===== config.mk =====
export PLATFORM = sky130hd
export DESIGN_NAME = ntc_adc_to_temp_median_filter_top_flat
export DESIGN_NICKNAME = d
export VERILOG_FILES = /design/src/rtl/ntcmf_pkg.sv /design/src/rtl/ntcmf_in_if.sv /design/src/rtl/ntcmf_out_if.sv /design/src/rtl/ntcmf_conv.sv /design/src/rtl/ntcmf_win.sv /design/src/rtl/ntc_adc_to_temp_median_filter_top.sv /design/src/flat_wrapper.sv
export SDC_FILE = /design/constraint.sdc
export NUM_CORES = 1
export LEC_CHECK = 0
export BUFFER_PORTS_ARGS = -buffer_cell sky130_fd_sc_hd__buf_2
export CAP_MARGIN = 10
export CORE_ASPECT_RATIO = 1.1
export CORE_MARGIN = 2
export CORE_UTILIZATION = 35
export CTS_CLUSTER_SIZE = 10
export DETAILED_ROUTE_END_ITERATION = 16
export GPL_ROUTABILITY_DRIVEN = 0
export GPL_TIMING_DRIVEN = 0
export SLEW_MARGIN = 20
export SYNTH_ARGS = -nofsm -noshare
export SYNTH_HDL_FRONTEND = slang
export SYNTH_SLANG_ARGS = --single-unit

===== constraint.sdc =====
create_clock -name clk -period 9.1 [get_ports clk]
set_clock_uncertainty 0.15 [all_clocks]
set_input_delay 1.365 -clock clk [delete_from_list [all_inputs] [get_ports clk]]
set_output_delay 1.365 -clock clk [all_outputs]
set_load 0.01 [all_outputs]

===== src/rtl/ntcmf_pkg.sv =====
// shared constants, thermistor table and result types for the ntc temperature filter
package ntcmf_pkg;

  // input sample and temperature value widths
  localparam int ADC_W = 12;
  localparam int VAL_W = 10;
  localparam int STATUS_W = 2;
  localparam int FILL_OUT_W = 4;

  // thermistor table geometry
  localparam int TABLE_ENTRIES = 100;
  localparam int ROM_COUNT = 100;
  localparam int ROM_N = (TABLE_ENTRIES > ROM_COUNT) ? ROM_COUNT :
                         ((TABLE_ENTRIES < 2) ? 2 : TABLE_ENTRIES);
  localparam int IDX_W = $clog2(ROM_COUNT + 1);
  localparam int ROM_AW = $clog2(ROM_COUNT);
  localparam int NUM_W = ADC_W + 4;
  localparam logic [VAL_W-1:0] HOT_VALUE = VAL_W'((ROM_N - 1) * 10);

  // filter window geometry
  localparam int WINDOW_DEPTH = 10;
  localparam int WIN_AW = $clog2(WINDOW_DEPTH);
  localparam int FILL_W = $clog2(WINDOW_DEPTH + 1);
  localparam int SUM_W = VAL_W + $clog2(WINDOW_DEPTH);
  localparam int FILL_MIN_AVG = 3;

  // range status codes
  localparam logic [STATUS_W-1:0] ST_IN_TABLE = 2'd0;
  localparam logic [STATUS_W-1:0] ST_COLD = 2'd1;
  localparam logic [STATUS_W-1:0] ST_HOT = 2'd2;

  // divider readings, one per degree from 0 C, strictly descending
  localparam logic [ADC_W-1:0] NTC_ROM [ROM_COUNT] = '{
    12'd3123, 12'd3089, 12'd3051, 12'd3013, 12'd2973, 12'd2933, 12'd2893, 12'd2852,
    12'd2810, 12'd2767, 12'd2720, 12'd2681, 12'd2637, 12'd2593, 12'd2548, 12'd2503,
    12'd2458, 12'd2412, 12'd2367, 12'd2321, 12'd2275, 12'd2230, 12'd2184, 12'd2138,
    12'd2093, 12'd2048, 12'd2002, 12'd1958, 12'd1913, 12'd1869, 12'd1825, 12'd1782,
    12'd1739, 12'd1697, 12'd1655, 12'd1614, 12'd1573, 12'd1533, 12'd1494, 12'd1455,
    12'd1417, 12'd1380, 12'd1343, 12'd1307, 12'd1272, 12'd1237, 12'd1203, 12'd1170,
    12'd1138, 12'd1106, 12'd1081, 12'd1045, 12'd1016, 12'd987,  12'd959,  12'd932,
    12'd905,  12'd879,  12'd854,  12'd829,  12'd806,  12'd782,  12'd760,  12'd738,
    12'd716,  12'd696,  12'd675,  12'd656,  12'd637,  12'd618,  12'd600,  12'd583,
    12'd566,  12'd550,  12'd534,  12'd518,  12'd503,  12'd489,  12'd475,  12'd461,
    12'd448,  12'd435,  12'd422,  12'd410,  12'd398,  12'd387,  12'd376,  12'd365,
    12'd355,  12'd345,  12'd335,  12'd326,  12'd316,  12'd308,  12'd299,  12'd290,
    12'd283,  12'd274,  12'd267,  12'd259
  };

  // converter result
  typedef struct packed {
    logic [VAL_W-1:0]    inst;
    logic [STATUS_W-1:0] status;
  } conv_res_t;

  // window filter result
  typedef struct packed {
    logic [VAL_W-1:0]  filt;
    logic [FILL_W-1:0] fill;
  } win_res_t;

endpackage


===== src/rtl/ntcmf_in_if.sv =====
// sample input channel
interface ntcmf_in_if;
  logic                          valid;
  logic                          ready;
  logic [ntcmf_pkg::ADC_W-1:0]   adc_sample;

  modport source (output valid, output adc_sample, input ready);
  modport sink   (input valid, input adc_sample, output ready);
endinterface


===== src/rtl/ntcmf_out_if.sv =====
// temperature result channel
interface ntcmf_out_if;
  logic                              valid;
  logic                              ready;
  logic [ntcmf_pkg::VAL_W-1:0]       temp_tenths;
  logic [ntcmf_pkg::VAL_W-1:0]       instant_tenths;
  logic [ntcmf_pkg::STATUS_W-1:0]    range_status;
  logic [ntcmf_pkg::FILL_OUT_W-1:0]  window_fill;

  modport source (output valid, output temp_tenths, output instant_tenths,
                  output range_status, output window_fill, input ready);
  modport sink   (input valid, input temp_tenths, input instant_tenths,
                  input range_status, input window_fill, output ready);
endinterface


===== src/rtl/ntcmf_conv.sv =====
// adc to tenths of a degree: table binary search and interpolation divider
module ntcmf_conv (
  input  logic                          clk,
  input  logic                          rst_n,
  input  logic                          start,
  input  logic [ntcmf_pkg::ADC_W-1:0]   key,
  output logic                          done,
  output ntcmf_pkg::conv_res_t          res
);

  localparam logic [1:0] S_IDLE = 2'd0;
  localparam logic [1:0] S_SRCH = 2'd1;
  localparam logic [1:0] S_INTP = 2'd2;
  localparam logic [1:0] S_DIV  = 2'd3;

  logic [1:0]                        state_r;
  logic [ntcmf_pkg::ADC_W-1:0]       key_r;
  logic [ntcmf_pkg::IDX_W-1:0]       lo_r, hi_r;
  logic [ntcmf_pkg::NUM_W-1:0]       rem_r;
  logic [ntcmf_pkg::ADC_W-1:0]       span_r;
  logic [ntcmf_pkg::VAL_W-1:0]       base_r;
  logic [1:0]                        qbit_r;
  logic [3:0]                        quo_r;
  logic                              done_r;
  ntcmf_pkg::conv_res_t              res_r;

  logic [ntcmf_pkg::IDX_W:0]         mid_sum;
  logic [ntcmf_pkg::IDX_W-1:0]       mid;
  logic [ntcmf_pkg::IDX_W-1:0]       lo_m1;
  logic [ntcmf_pkg::ADC_W-1:0]       upper, lower, mid_entry;
  logic [ntcmf_pkg::NUM_W-1:0]       trial;
  logic                              take;
  logic [3:0]                        quo_nxt;

  // search midpoint and table reads
  always_comb begin
    mid_sum   = {1'b0, lo_r} + {1'b0, hi_r};
    mid       = mid_sum[ntcmf_pkg::IDX_W:1];
    lo_m1     = lo_r - 1'b1;
    mid_entry = ntcmf_pkg::NTC_ROM[mid[ntcmf_pkg::ROM_AW-1:0]];
    upper     = ntcmf_pkg::NTC_ROM[lo_m1[ntcmf_pkg::ROM_AW-1:0]];
    lower     = ntcmf_pkg::NTC_ROM[lo_r[ntcmf_pkg::ROM_AW-1:0]];
  end

  // one quotient bit per cycle, quotient never exceeds ten
  always_comb begin
    trial   = ntcmf_pkg::NUM_W'({4'd0, span_r} << qbit_r);
    take    = (rem_r >= trial);
    quo_nxt = quo_r;
    quo_nxt[qbit_r] = take;
  end

  // sequencer
  always_ff @(posedge clk) begin
    if (!rst_n) begin
      state_r <= S_IDLE;
      done_r  <= 1'b0;
    end else begin
      done_r <= 1'b0;
      unique case (state_r)
        S_IDLE: begin
          if (start) begin
            key_r   <= key;
            lo_r    <= '0;
            hi_r    <= ntcmf_pkg::IDX_W'(ntcmf_pkg::ROM_N);
            state_r <= S_SRCH;
          end
        end
        S_SRCH: begin
          if (lo_r < hi_r) begin
            if (key_r >= mid_entry) begin
              hi_r <= mid;
            end else begin
              lo_r <= mid + 1'b1;
            end
          end else begin
            state_r <= S_INTP;
          end
        end
        S_INTP: begin
          if (lo_r == '0) begin
            res_r.inst   <= '0;
            res_r.status <= ntcmf_pkg::ST_COLD;
            done_r       <= 1'b1;
            state_r      <= S_IDLE;
          end else if (lo_r >= ntcmf_pkg::IDX_W'(ntcmf_pkg::ROM_N)) begin
            res_r.inst   <= ntcmf_pkg::HOT_VALUE;
            res_r.status <= ntcmf_pkg::ST_HOT;
            done_r       <= 1'b1;
            state_r      <= S_IDLE;
          end else begin
            span_r <= upper - lower;
            rem_r  <= ntcmf_pkg::NUM_W'(upper - key_r) * ntcmf_pkg::NUM_W'(10);
            base_r <= ntcmf_pkg::VAL_W'(lo_m1) * ntcmf_pkg::VAL_W'(10);
            qbit_r <= 2'd3;
            quo_r  <= '0;
            res_r.status <= ntcmf_pkg::ST_IN_TABLE;
            if (upper == lower) begin
              res_r.inst <= ntcmf_pkg::VAL_W'(lo_m1) * ntcmf_pkg::VAL_W'(10);
              done_r     <= 1'b1;
              state_r    <= S_IDLE;
            end else begin
              state_r <= S_DIV;
            end
          end
        end
        S_DIV: begin
          if (take) begin
            rem_r <= rem_r - trial;
          end
          quo_r <= quo_nxt;
          if (qbit_r == 2'd0) begin
            res_r.inst <= base_r + ntcmf_pkg::VAL_W'(quo_nxt);
            done_r     <= 1'b1;
            state_r    <= S_IDLE;
          end else begin
            qbit_r <= qbit_r - 1'b1;
          end
        end
        default: state_r <= S_IDLE;
      endcase
    end
  end

  assign done = done_r;
  assign res  = res_r;

endmodule


===== src/rtl/ntcmf_win.sv =====
// sliding window memory with sum, max, min scan and averaging divider
module ntcmf_win (
  input  logic                         clk,
  input  logic                         rst_n,
  input  logic                         start,
  input  logic [ntcmf_pkg::VAL_W-1:0]  val,
  input  logic                         ack,
  output logic                         done,
  output ntcmf_pkg::win_res_t          res
);

  localparam int BIT_W = $clog2(ntcmf_pkg::SUM_W);

  localparam logic [1:0] S_IDLE = 2'd0;
  localparam logic [1:0] S_SCAN = 2'd1;
  localparam logic [1:0] S_DIV  = 2'd2;
  localparam logic [1:0] S_DONE = 2'd3;

  logic [ntcmf_pkg::VAL_W-1:0]   win_mem [ntcmf_pkg::WINDOW_DEPTH];
  logic [ntcmf_pkg::VAL_W-1:0]   rd_data_r;

  logic [1:0]                    state_r;
  logic [ntcmf_pkg::WIN_AW-1:0]  wp_r;
  logic [ntcmf_pkg::FILL_W-1:0]  fill_r;
  logic [ntcmf_pkg::VAL_W-1:0]   first_r;
  logic [ntcmf_pkg::FILL_W-1:0]  iss_r;
  logic                          rd_vld_r;
  logic [ntcmf_pkg::SUM_W-1:0]   sum_r;
  logic [ntcmf_pkg::VAL_W-1:0]   max_r, min_r;
  logic [ntcmf_pkg::FILL_W-1:0]  dvs_r;
  logic [ntcmf_pkg::FILL_W-1:0]  rem_r;
  logic [ntcmf_pkg::SUM_W-1:0]   quo_r;
  logic [BIT_W-1:0]              bit_r;
  ntcmf_pkg::win_res_t           res_r;

  logic                          wr_en;
  logic                          rd_en;
  logic [ntcmf_pkg::FILL_W-1:0]  fill_nxt;
  logic [ntcmf_pkg::FILL_W:0]    trial;
  logic                          take;
  logic [ntcmf_pkg::FILL_W:0]    diff;
  logic [ntcmf_pkg::SUM_W-1:0]   quo_nxt;

  // control decode
  always_comb begin
    wr_en    = (state_r == S_IDLE) && start;
    rd_en    = (state_r == S_SCAN) && (iss_r != fill_r);
    fill_nxt = (fill_r < ntcmf_pkg::FILL_W'(ntcmf_pkg::WINDOW_DEPTH)) ?
               fill_r + 1'b1 : fill_r;
  end

  // window memory, one write and one registered read port
  always_ff @(posedge clk) begin
    if (wr_en) begin
      win_mem[wp_r] <= val;
    end
    if (rd_en) begin
      rd_data_r <= win_mem[iss_r[ntcmf_pkg::WIN_AW-1:0]];
    end
  end

  // restoring divider step
  always_comb begin
    trial   = {rem_r, quo_r[ntcmf_pkg::SUM_W-1]};
    take    = (trial >= {1'b0, dvs_r});
    diff    = trial - {1'b0, dvs_r};
    quo_nxt = {quo_r[ntcmf_pkg::SUM_W-2:0], take};
  end

  // sequencer
  always_ff @(posedge clk) begin
    if (!rst_n) begin
      state_r  <= S_IDLE;
      wp_r     <= '0;
      fill_r   <= '0;
      first_r  <= '0;
      rd_vld_r <= 1'b0;
    end else begin
      unique case (state_r)
        S_IDLE: begin
          if (start) begin
            wp_r <= (wp_r == ntcmf_pkg::WIN_AW'(ntcmf_pkg::WINDOW_DEPTH - 1)) ?
                    '0 : wp_r + 1'b1;
            fill_r <= fill_nxt;
            if (fill_r == '0) begin
              first_r <= val;
            end
            res_r.fill <= fill_nxt;
            if (fill_nxt < ntcmf_pkg::FILL_W'(ntcmf_pkg::FILL_MIN_AVG)) begin
              res_r.filt <= (fill_r == '0) ? val : first_r;
              state_r    <= S_DONE;
            end else begin
              iss_r   <= '0;
              sum_r   <= '0;
              max_r   <= '0;
              min_r   <= '1;
              state_r <= S_SCAN;
            end
          end
        end
        S_SCAN: begin
          rd_vld_r <= rd_en;
          if (rd_en) begin
            iss_r <= iss_r + 1'b1;
          end
          if (rd_vld_r) begin
            sum_r <= sum_r + ntcmf_pkg::SUM_W'(rd_data_r);
            if (rd_data_r > max_r) max_r <= rd_data_r;
            if (rd_data_r < min_r) min_r <= rd_data_r;
          end
          if (!rd_en && !rd_vld_r) begin
            quo_r   <= sum_r - ntcmf_pkg::SUM_W'(max_r) - ntcmf_pkg::SUM_W'(min_r);
            rem_r   <= '0;
            dvs_r   <= fill_r - ntcmf_pkg::FILL_W'(2);
            bit_r   <= BIT_W'(ntcmf_pkg::SUM_W - 1);
            state_r <= S_DIV;
          end
        end
        S_DIV: begin
          rem_r <= take ? diff[ntcmf_pkg::FILL_W-1:0] : trial[ntcmf_pkg::FILL_W-1:0];
          quo_r <= quo_nxt;
          if (bit_r == '0) begin
            res_r.filt <= quo_nxt[ntcmf_pkg::VAL_W-1:0];
            state_r    <= S_DONE;
          end else begin
            bit_r <= bit_r - 1'b1;
          end
        end
        S_DONE: begin
          if (ack) begin
            state_r <= S_IDLE;
          end
        end
        default: state_r <= S_IDLE;
      endcase
    end
  end

  assign done = (state_r == S_DONE);
  assign res  = res_r;

endmodule


===== src/rtl/ntc_adc_to_temp_median_filter_top.sv =====
// top level of the ntc temperature converter with median-average filter
//
//   channel  dir  payload                                              handshake
//   in_if    in   adc_sample[11:0]                                     valid/ready
//   out_if   out  temp_tenths[9:0] instant_tenths[9:0]                 valid/ready
//                 range_status[1:0] window_fill[3:0]
//
// one item at a time: up to 7 search steps and a closing compare, 1 interpolation
// set-up and 4 divide steps in the converter (clamped samples skip the divide),
// then 1 window write, a scan of the filled entries, 14 divide steps and a hand-off
// in the window unit (short windows skip the scan and divide) before the next input item.
// rst_n is synchronous, active low; window contents need no clearing.
// a finished result sits in the output register while the next item is taken;
// the window unit waits on its result only if that register is still full.
module ntc_adc_to_temp_median_filter_top (
  input  logic                clk,
  input  logic                rst_n,
  ntcmf_in_if.sink            in_if,
  ntcmf_out_if.source         out_if
);

  logic                        busy_r;
  logic                        out_valid_r;
  logic [ntcmf_pkg::VAL_W-1:0]       temp_r;
  logic [ntcmf_pkg::VAL_W-1:0]       inst_r;
  logic [ntcmf_pkg::STATUS_W-1:0]    status_r;
  logic [ntcmf_pkg::FILL_OUT_W-1:0]  fill_r;

  logic                        in_take;
  logic                        conv_done;
  ntcmf_pkg::conv_res_t        conv_res;
  logic                        win_done;
  logic                        win_ack;
  ntcmf_pkg::win_res_t         win_res;

  // handshake
  assign in_if.ready = !busy_r;
  assign in_take     = in_if.valid && !busy_r;
  assign win_ack     = win_done && (!out_valid_r || out_if.ready);

  // table conversion
  ntcmf_conv u_conv (
    .clk   (clk),
    .rst_n (rst_n),
    .start (in_take),
    .key   (in_if.adc_sample),
    .done  (conv_done),
    .res   (conv_res)
  );

  // window filter
  ntcmf_win u_win (
    .clk   (clk),
    .rst_n (rst_n),
    .start (conv_done),
    .val   (conv_res.inst),
    .ack   (win_ack),
    .done  (win_done),
    .res   (win_res)
  );

  // busy flag and output register
  always_ff @(posedge clk) begin
    if (!rst_n) begin
      busy_r      <= 1'b0;
      out_valid_r <= 1'b0;
    end else begin
      if (in_take) begin
        busy_r <= 1'b1;
      end else if (win_ack) begin
        busy_r <= 1'b0;
      end
      if (win_ack) begin
        out_valid_r <= 1'b1;
        temp_r      <= win_res.filt;
        inst_r      <= conv_res.inst;
        status_r    <= conv_res.status;
        fill_r      <= ntcmf_pkg::FILL_OUT_W'(win_res.fill);
      end else if (out_if.ready) begin
        out_valid_r <= 1'b0;
      end
    end
  end

  assign out_if.valid          = out_valid_r;
  assign out_if.temp_tenths    = temp_r;
  assign out_if.instant_tenths = inst_r;
  assign out_if.range_status   = status_r;
  assign out_if.window_fill    = fill_r;

endmodule

===== src/flat_wrapper.sv =====
// flat-port wrapper written by rule: the top's interface ports become plain ports
module ntc_adc_to_temp_median_filter_top_flat 
  (clk, rst_n, in_if_valid, in_if_adc_sample, in_if_ready, out_if_valid, out_if_temp_tenths, out_if_instant_tenths, out_if_range_status, out_if_window_fill, out_if_ready);
  ntcmf_in_if in_if_i ();
  ntcmf_out_if out_if_i ();
  input  logic clk;
  input  logic rst_n;
  input wire logic [$bits(in_if_i.valid)-1:0] in_if_valid;
  input wire logic [$bits(in_if_i.adc_sample)-1:0] in_if_adc_sample;
  output wire logic [$bits(in_if_i.ready)-1:0] in_if_ready;
  output wire logic [$bits(out_if_i.valid)-1:0] out_if_valid;
  output wire logic [$bits(out_if_i.temp_tenths)-1:0] out_if_temp_tenths;
  output wire logic [$bits(out_if_i.instant_tenths)-1:0] out_if_instant_tenths;
  output wire logic [$bits(out_if_i.range_status)-1:0] out_if_range_status;
  output wire logic [$bits(out_if_i.window_fill)-1:0] out_if_window_fill;
  input wire logic [$bits(out_if_i.ready)-1:0] out_if_ready;
  assign in_if_i.valid = in_if_valid;
  assign in_if_i.adc_sample = in_if_adc_sample;
  assign in_if_ready = in_if_i.ready;
  assign out_if_valid = out_if_i.valid;
  assign out_if_temp_tenths = out_if_i.temp_tenths;
  assign out_if_instant_tenths = out_if_i.instant_tenths;
  assign out_if_range_status = out_if_i.range_status;
  assign out_if_window_fill = out_if_i.window_fill;
  assign out_if_i.ready = out_if_ready;
  ntc_adc_to_temp_median_filter_top u_core (.clk(clk), .rst_n(rst_n), .in_if(in_if_i), .out_if(out_if_i));
endmodule

==> out/qor.csv <==
metric;value;unit
# setup viols final;0;
post-layout min period;8673;ps
CP arrival;8800;ps
Critical Path Sink Type;flop;
max cap viols;0;
placed cell area;0.02377;sq mm
H-tree levels;2;
hold slack;267.4;ps
Synth top area share;39.58;%
total grt overflow;0;
Max stage delay on crit path;520;ps
io pins;44;
Critical Path RT;9230;ps
1st-iter DRT viols;2181;
R2R depth;33;
synth top area cells;edfxtp_1 40%, ha_1 11%, o21ai_0 4.0%;
worst hold path class;reg2reg;
crit path from;u_core.u_conv.lo_r[0];
Final period util;95.31;%
Post-synth EDFFs;295;
area of the core;0.06347;sq mm
combinational power share;61.4;%
final design utilization;39.42;%
Commonest cells post-synth;295 x edfxtp_1, 199 x nor2_1, 197 x nand2_1, 194 x ha_1, 179 x o21ai_0;
Die W;245.1;um
Buffers on Ports;43;
filler instances;6192;
clock share of power;16.1;%
total die area;0.06598;sq mm
RR Endpoint;u_core.u_conv.rem_r[15];
first-pass GRT wire length;98.95;mm
Num CTS Buffers;39;
drt total wl;63.04;mm
Hold Fails Final Rpt;0;
outcome;complete, no violations;
Rows;97;
synth unique cells;84;
Routed Antenna Nets;0;
Hold Path Sink;u_core.out_if.temp_tenths[2];
die height;269.2;um
Pint;5.007;mW
CTS tree;yes;
area of the multi-input gates;0.01208;sq mm
number of global-route vias before repair;17970;
Post-synth ARST share;0;%
count leader, synth;edfxtp_1;
Ant. Diodes;0;
fmax;115.3;MHz
Critical Path Start Type;flop;
via count;18520;
Max FO, Critical Path;10;
cell count after synthesis;2270;
RSZ-0062 raised after global routing;no;
WL per Instance;19.48;um
Initial Util;35.26;%
overall routing resource usage;18.70;%
reg-to-reg startpoint;u_core.u_conv.lo_r[0];
CP max-delay cell;edfxtp_1;
largest family of logic cells by synthesized area;compound AO/OA/AOI/OAI gates;
# clock sinks;321;
compound-gate portion of the synthesized area;18.95;%
Avg Cell Area, Syn;9.859;sq um
fin area;0.02502;sq mm
Net Sw Power;3.991;mW
largest net degree at the start of global routing;18;
worst skew pair latency;560;ps
normalized max-slew margin;27.22;%
post-synthesis mux area share;4.987;%
Switching Fraction;44.35;%
register area;0.009379;sq mm
root buffer cell;clkbuf_16;
Crit Path Category;reg2reg;
setup slack, reg-to-reg;430;ps
register bit total from synthesis;321;
Clock Tree Buf Depth;3;
Vias/cell;5.724;
fraction of layout cells with a size suffix above 1;8.852;%
Flop pwr share;22.5;%
WHS Path Cells;0;
Mapped Area;0.02238;sq mm
DRC;0;
Worst-Margin Slew;1088;ps
Leakage;9.418;nW
largest area contributor in the netlist;edfxtp_1;
Post-Synth Simple-Gate Area;13.45;%
initial antenna violation count;1;
sequential share of the synthesized area;41.91;%
post-synthesis adder-cell area fraction;12.59;%
final slew viol count;0;
Synth Net Count;2499;
pre-CTS WS;-1431;ps
1st-pass router iterations;7;
Area Growth Syn to Fin;11.81;%
Clock Pin Slew Worst Setup and Hold Paths;60;ps
min-delay src;u_core.u_win.res[6];
xor/xnor share of the synthesized area;3.628;%
maximum VDD drop;0.2855;mV
commonest register cell after synthesis;edfxtp_1;
Final nets;2593;
Final WS setup;426.7;ps
HPWL after DPL;46.51;mm
Yosys warnings;0;
PwrDens;359.6;mW/mm^2
worst max-delay path, delay by kind of cell, from the launching register on:
kind / cells / cell delay [ps]
AOI/OAI and AO/OA: 12 / 2690
xor gates and xnor gates: 2 / 400
adders and majority gates: 6 / 1960
buffers and inverters: 9 / 2220
DFF: 1 / 520
muxes: 1 / 110
and+or+nand+nor: 3 / 360
final cells by class:
cell class	instances	share of cell area (%)
Tap cell	841	4.205
Multi-Input combinational cell	1688	48.28
Timing Repair Buffer	54	1.265
Inverter	130	1.980
Clock inverter	4	0.1400
Buffer	130	2.070
Sequential cell	321	37.48
Clock buffer	68	4.580
worst max-delay path by stage:
stage / endpoint / slack (ps) / cells past startpoint
floorplan: u_core.u_conv.rem_r[14] / 1340 / 34
global placement: u_core.u_conv.rem_r[15] / -1410 / 34
detailed placement: u_core.u_conv.rem_r[15] / -1430 / 34
CTS: u_core.u_conv.rem_r[15] / 60 / 32
global route: u_core.u_conv.rem_r[15] / 30 / 33
finish: u_core.u_conv.rem_r[15] / 430 / 33
layout by cell type (no fill, tap or decap), types with 38 or more instances in the layout:
master     instances
edfxtp_1         295
nor2_1           197
nand2_1          197
ha_1             193
o21ai_0          179
a21oi_1          166
inv_1            120
clkbuf_1         119
buf_2             57
a211oi_1          56
xnor2_1           48
nor2b_1           46
xor2_1            40
clkbuf_16         40
nor3_1            38
state kept, by name (all words and copies together) (netlist names), 12 cells and up:
signal	flops
u_core.u_win.sum_r	14
u_core.u_win.quo_r	14
u_core.u_conv.span_r	12
u_core.u_win.res	14
u_core.u_conv.res	12
u_core.u_conv.rem_r	16
u_core.u_conv.key_r	12
u_core.u_win.win_mem	100
power by group through the flow:
| stage | Sequential [mW] | Combinational (mW) | Clock [mW] |
|---|---|---|---|
| floorplan | 2.02 | 4.09 | 0 |
| global placement | 2.05 | 5.27 | 0 |
| detailed placement | 2.05 | 5.35 | 0 |
| CTS | 2.03 | 5.41 | 1.48 |
| global route | 2.03 | 6.13 | 1.55 |
| finish | 2.02 | 5.52 | 1.45 |
metrics by stage:
| stage | TNS, ps | power (mW) | cells |
|---|---|---|---|
| finish | 0 | 8.997 | 3236 |
| global route | 0 | 9.712 | 3236 |
| CTS | 0 | 8.915 | 3233 |
| detailed placement | -6644 | 7.405 | 3161 |
| global placement | -6758 | 7.320 | 3154 |
| floorplan | 0 | 6.115 | 2270 |
what timing repair did:
action / CTS / global route
hold buffers: 0 / 0
setup buffers: 1 / 3
gates resized for setup: 7 / 7
endpoints found under the setup margin: 8 / 4
cells by family after synthesis:
family | after synthesis
compound gates | 661
simple gates | 650
flops | 321
buf+inv | 261
fa+ha+maj | 214
xor+xnor | 91
mux | 72
per-layer routing:
metal | global-route usage, % | vias to the layer above | share of wire, %
met4 | 8.376 | 0 | 5.2
met3 | 3.085 | 256 | 7.5
li1 | - | 8579 | -
met5 | 0 | - | 0
met2 | 31.59 | 1001 | 47
met1 | 23.35 | 8686 | 40
No activity file was read; power rests on OpenSTA's default activity.
